===== config.mk =====
export PLATFORM = sky130hd
export DESIGN_NAME = nec_div
export DESIGN_NICKNAME = d
export VERILOG_FILES = /design/src/hw/rtl/nec_div.sv
export SDC_FILE = /design/constraint.sdc
export NUM_CORES = 1
export LEC_CHECK = 0
export BUFFER_PORTS_ARGS = -buffer_cell sky130_fd_sc_hd__buf_2
export CORE_MARGIN = 2
export CORE_UTILIZATION = 50
export CTS_CLUSTER_DIAMETER = 40
export DETAILED_ROUTE_END_ITERATION = 10
export GPL_TIMING_DRIVEN = 0
export PLACE_DENSITY = 0.82
export SYNTH_ARGS = -nofsm -noshare
export SYNTH_HDL_FRONTEND = slang
export SYNTH_SLANG_ARGS = --single-unit
export TNS_END_PERCENT = 5

===== constraint.sdc =====
create_clock -name clk_i -period 4.7 [get_ports clk_i]
set_input_delay 0.705 -clock clk_i [delete_from_list [all_inputs] [get_ports clk_i]]
set_output_delay 0.705 -clock clk_i [all_outputs]
set_load 0.02 [all_outputs]

===== src/hw/rtl/nec_div.sv =====
// Radix-2 restoring divider, one quotient bit per cycle.
`timescale 1ns / 1ps
module nec_div #(
  parameter int unsigned NUM_W = 63,
  parameter int unsigned DEN_W = 49
) (
  input  logic             clk_i,
  input  logic             rst_ni,
  input  logic             start_i,
  input  logic [NUM_W-1:0] num_i,
  input  logic [DEN_W-1:0] den_i,
  output logic             done_o,
  output logic [NUM_W-1:0] quot_o
);

  localparam int unsigned CW = $clog2(NUM_W);

  logic [NUM_W-1:0] num_q, num_d;
  logic [DEN_W-1:0] rem_q, rem_d;
  logic [DEN_W-1:0] den_q;
  logic [CW-1:0]    cnt_q;
  logic             busy_q;
  logic             done_q;
  logic [DEN_W:0]   rem_sh;
  logic             qbit;

  // Shift in the next numerator bit and try a subtract
  always_comb begin
    rem_sh = {rem_q, num_q[NUM_W-1]};
    qbit   = (rem_sh >= {1'b0, den_q});
    rem_d  = qbit ? DEN_W'(rem_sh - {1'b0, den_q}) : rem_sh[DEN_W-1:0];
    num_d  = {num_q[NUM_W-2:0], qbit};
  end

  // Control: count NUM_W iterations, pulse done after the last
  always_ff @(posedge clk_i or negedge rst_ni) begin
    if (!rst_ni) begin
      busy_q <= 1'b0;
      done_q <= 1'b0;
      cnt_q  <= '0;
    end else begin
      done_q <= 1'b0;
      if (start_i) begin
        busy_q <= 1'b1;
        cnt_q  <= '0;
      end else if (busy_q) begin
        if (cnt_q == CW'(NUM_W - 1)) begin
          busy_q <= 1'b0;
          done_q <= 1'b1;
        end
        cnt_q <= cnt_q + 1'b1;
      end
    end
  end

  // Datapath: numerator register collects the quotient
  always_ff @(posedge clk_i) begin
    if (start_i) begin
      num_q <= num_i;
      den_q <= den_i;
      rem_q <= '0;
    end else if (busy_q) begin
      num_q <= num_d;
      rem_q <= rem_d;
    end
  end

  assign done_o = done_q;
  assign quot_o = num_q;

endmodule


==> implementation parameters <==
Parameter                              Value

Die
  Rows ... between 50 and 60
  Chip height ... between 100 and 150 um
  Die Footprint ... slightly above 0.02 sq mm
  Top Ports ... roughly 180
  Die W ... between 100 and 150 um
  Starting density of the core ... 0.505
  Core box area ... slightly below 0.02 sq mm

GRT
  First-pass GRT wire length ... 40.2 mm
  Number of global-route vias before repair ... around 8300
  Antenna violations before repair ... 0
  Global-route usage over all layers ... 0.251
  GRT overflow ... 0
  Largest net degree at the start of global routing ... between 50 and 60

Detailed routing
  Detailed Route Iter0 Violations ... roughly 570
  WL per Instance ... between 15 and 20 um
  # DRC ... 0
  Count of vias placed by the detailed router ... between 8000 and 9000
  First drt pass iteration count ... 8
  Via count normalized by instance count ... roughly 5.7
  Wire length reported by the detailed router ... about 26 mm
  Number of nets with antenna violations after routing ... 0

Clock network
  Number of levels in the clock H-tree ... 4
  CTS-repair resized insts ... 0
  Latest clock arrival within the worst-skew pair ... about 0.45 ns
  Clock Tree Buf Depth ... 2
  Number of hold-repair buffers added at the cts stage ... 0
  Number of buffers inserted during clock tree synthesis ... 17
  Clock root buffer ... clkbuf_16
  Clock-pin slew of the registers on the worst-case setup and hold paths ... approximately 0.080 ns
  Post-CTS Repair Setup Buffers ... 0
  CTS tree ... done
  Number of sinks handled by clock tree synthesis ... about 170

Power and ir drop
  Maximum vdd drop ... roughly 0.31 mV
  Areal power density over the cells ... between 500 and 600 mW/mm^2
  Leakage ... 0.00496 uW
  Total power ... between 6000 and 7000 uW

Timing
  Tightest Pin Transition ... between 1 and 1.5 ns
  Number of hold violations in the final report ... 0
  Post-route worst hold slack ... approximately 0.09 ns
  Remaining max-slew budget at the tightest pin ... 0.187
  # setup viols final ... 0
  Unrepaired setup endpoints after global routing ... false
  Total negative slack ... 0 ns
  Part of the cycle the worst path needs ... 0.815
  Final Slew Violations ... 0
  Max Freq ... 261 MHz
  Clock Skews ... between 0.015 and 0.02 ns
  Final worst slack ... approximately 0.87 ns
  Clock period minus final worst setup slack ... about 3.8 ns

Logic synthesis
  Count of flip-flops with a built-in enable after synthesis ... ~110
  Async set-reset flop share out of synthesis ... 0.0473
  Cell variety after synth ... 70
  Post-synthesis sequential area ratio ... 0.467
  Netlist area before placement ... between 0.009 and 0.01 sq mm
  Number of nets in the synthesized netlist ... between 1000 and 1500
  Synth Flop Type ... edfxtp_1
  Yosys reg bits ... between 150 and 200
  Number of standard cells after synthesis ... approximately 950
  Synthesis warning total ... 0
  Synthesized area divided by synthesized cell count ... about 10 sq um

Cells and area
  Fill cell total of the finished layout ... 1656
  Fraction of layout instances using a drive strength above 1 ... 0.275
  Number of nets at the end of the flow ... between 1000 and 1500
  Post-layout util ... 0.600
  Area overhead of the layout relative to synthesis ... 18.9%
  ANT cells ... 0

Worst hold path
  Worst hold path class ... in2async

Worst setup path
  Sequence of cells on the critical path ... inv_1, ha_1, inv_1, fa_1, a21o_1, a221o_1, nand3_1, a21oi_2, nor3_4, a31oi_4, a311o_2, buf_6, buf_6, mux2_2
  Reg-to-reg critical path endpoint ... quot_o[0]
  Slowest-stage cell, CP ... a311o_2
  Critical Path RT ... between 4 and 5 ns
  Depth of the worst register-to-register path ... 14
  Category of the most critical setup path ... reg2reg
  Arrival time at the worst endpoint ... 4.04 ns
  Highest fanout seen on the critical path ... 10
  Worst-case register-to-register setup slack ... about 0.87 ns
  Critical Path Sink Type ... flop
  Startpoint Class ... flop
  First element of the critical path ... quot_o[62]
  Worst r2r src ... quot_o[62]
  Slowest stage delay, CP ... 0.44 ns

Placed design
  Pre-CTS setup slack ... between 0.8 and 0.9 ns
  HPWL reported at the end of detailed placement ... ~19 mm
  Number of input and output port buffers inserted ... between 150 and 200
  Final weighted congestion in routability-driven placement ... between 0.9 and 1

Flow run
  Max-capacitance violation count ... 0

Status
  Outcome ... complete, no violations
==> routing by layer <==
| metal | part of all wire | vias up | global-route usage | wire (um) |
|---|---|---|---|---|
| li1 | - | 3830 | - | - |
| met1 | 0.39 | 3842 | 0.291 | 10200 |
| met2 | 0.49 | 345 | 0.436 | 12700 |
| met3 | 0.086 | 58 | 0.0750 | 2220 |
| met4 | 0.027 | 0 | 0.102 | 705 |
| met5 | 0 | - | 0 | 0 |
==> registers in the layout (all words and copies together) (netlist names) <==
name and cells:
rem_q 49, done_o 1, quot_o 63, den_q 49, busy_q 1, cnt_q 6
==> critical path: cells and delay by family, from the launching register on <==
kind                       cells  cell delay [ns]
muxes                          1             0.26
buffers and inverters          4             0.54
DFF                            1             0.38
and+or+nand+nor                2             0.53
AOI/OAI and AO/OA              5             1.29
adders and majority gates      2             0.58
==> kinds of logic (layout without fill, tap and decap cells) <==
kind of cell               Yosys count  count (layout)  synth area share
muxes                               73              73            0.0833
DFF                                169             169             0.467
xor gates and xnor gates            48              48            0.0432
adders and majority gates           52              52            0.0676
AOI/OAI and AO/OA                  222             222             0.166
buffers and inverters              117             328            0.0508
and+or+nand+nor                    264             264             0.122
==> power breakdown <==
part	leakage [uW]	total [uW]	switching [uW]	internal, uW
Clock	0.000294	1420	702	719
Combinational	0.00301	2610	1560	1050
Sequential	0.00165	2060	194	1870
Total	0.00496	6090	2460	3640
==> layout make-up <==
class	count	area (sq um)	share of cell area
Multi-Input combinational cell	659	4690	0.406
Clock buffer	17	425	0.0368
Clock inverter	15	168	0.0145
Tap cell	265	332	0.0287
Sequential cell	169	4540	0.393
Buffer	49	236	0.0204
Timing Repair Buffer	179	911	0.0788
Inverter	68	258	0.0223
==> how the worst max path moves through the flow <==
stage	slack (ns)	endpoint	depth (start not counted)
after global placement	0.25	quot_o[46]	4
after global routing	0.71	rem_q[45]	15
after floorplan	1.20	quot_o[0]	14
after detailed placement	0.89	quot_o[0]	14
after CTS	0.87	quot_o[0]	14
final	0.87	quot_o[0]	14
==> synthesized netlist by cell type (9+ instances only) <==
cell type	number	area [sq um]
edfxtp_1	112	3360
xnor2_1	31	272
nor2_1	85	319
xor2_1	17	149
a311oi_1	16	140
clkbuf_1	31	116
dfxtp_1	49	981
nand2_1	106	398
nand3_1	11	55.1
o21ai_0	38	190
a21oi_1	57	285
a211oi_1	9	67.6
a31oi_1	12	75.1
nor2b_1	9	56.3
mux2i_1	9	90.1
a311oi_2	15	225
mux2_2	64	721
nor3_1	9	45.0
a21o_1	21	158
ha_1	51	638
nand4_1	14	87.6
inv_1	67	251
==> placed cells by master, fill, tap and decap left out, drive strengths merged, types with 14 or more instances in the layout <==
cell type,instances
a21o,21
a21oi,58
a311oi,31
buf,196
clkbuf,49
dfxtp,49
edfxtp,112
ha,51
inv,77
mux2,64
nand2,107
nand4,14
nor2,85
o21ai,43
xnor2,31
xor2,17
==> stage by stage <==
step	cells	instance area, sq um
floorplan	945	9730
global placement	1388	11000
detailed placement	1389	11000
CTS	1421	11600
global route	1421	11600
finish	1421	11600
(Power assumes the default switching activity.)
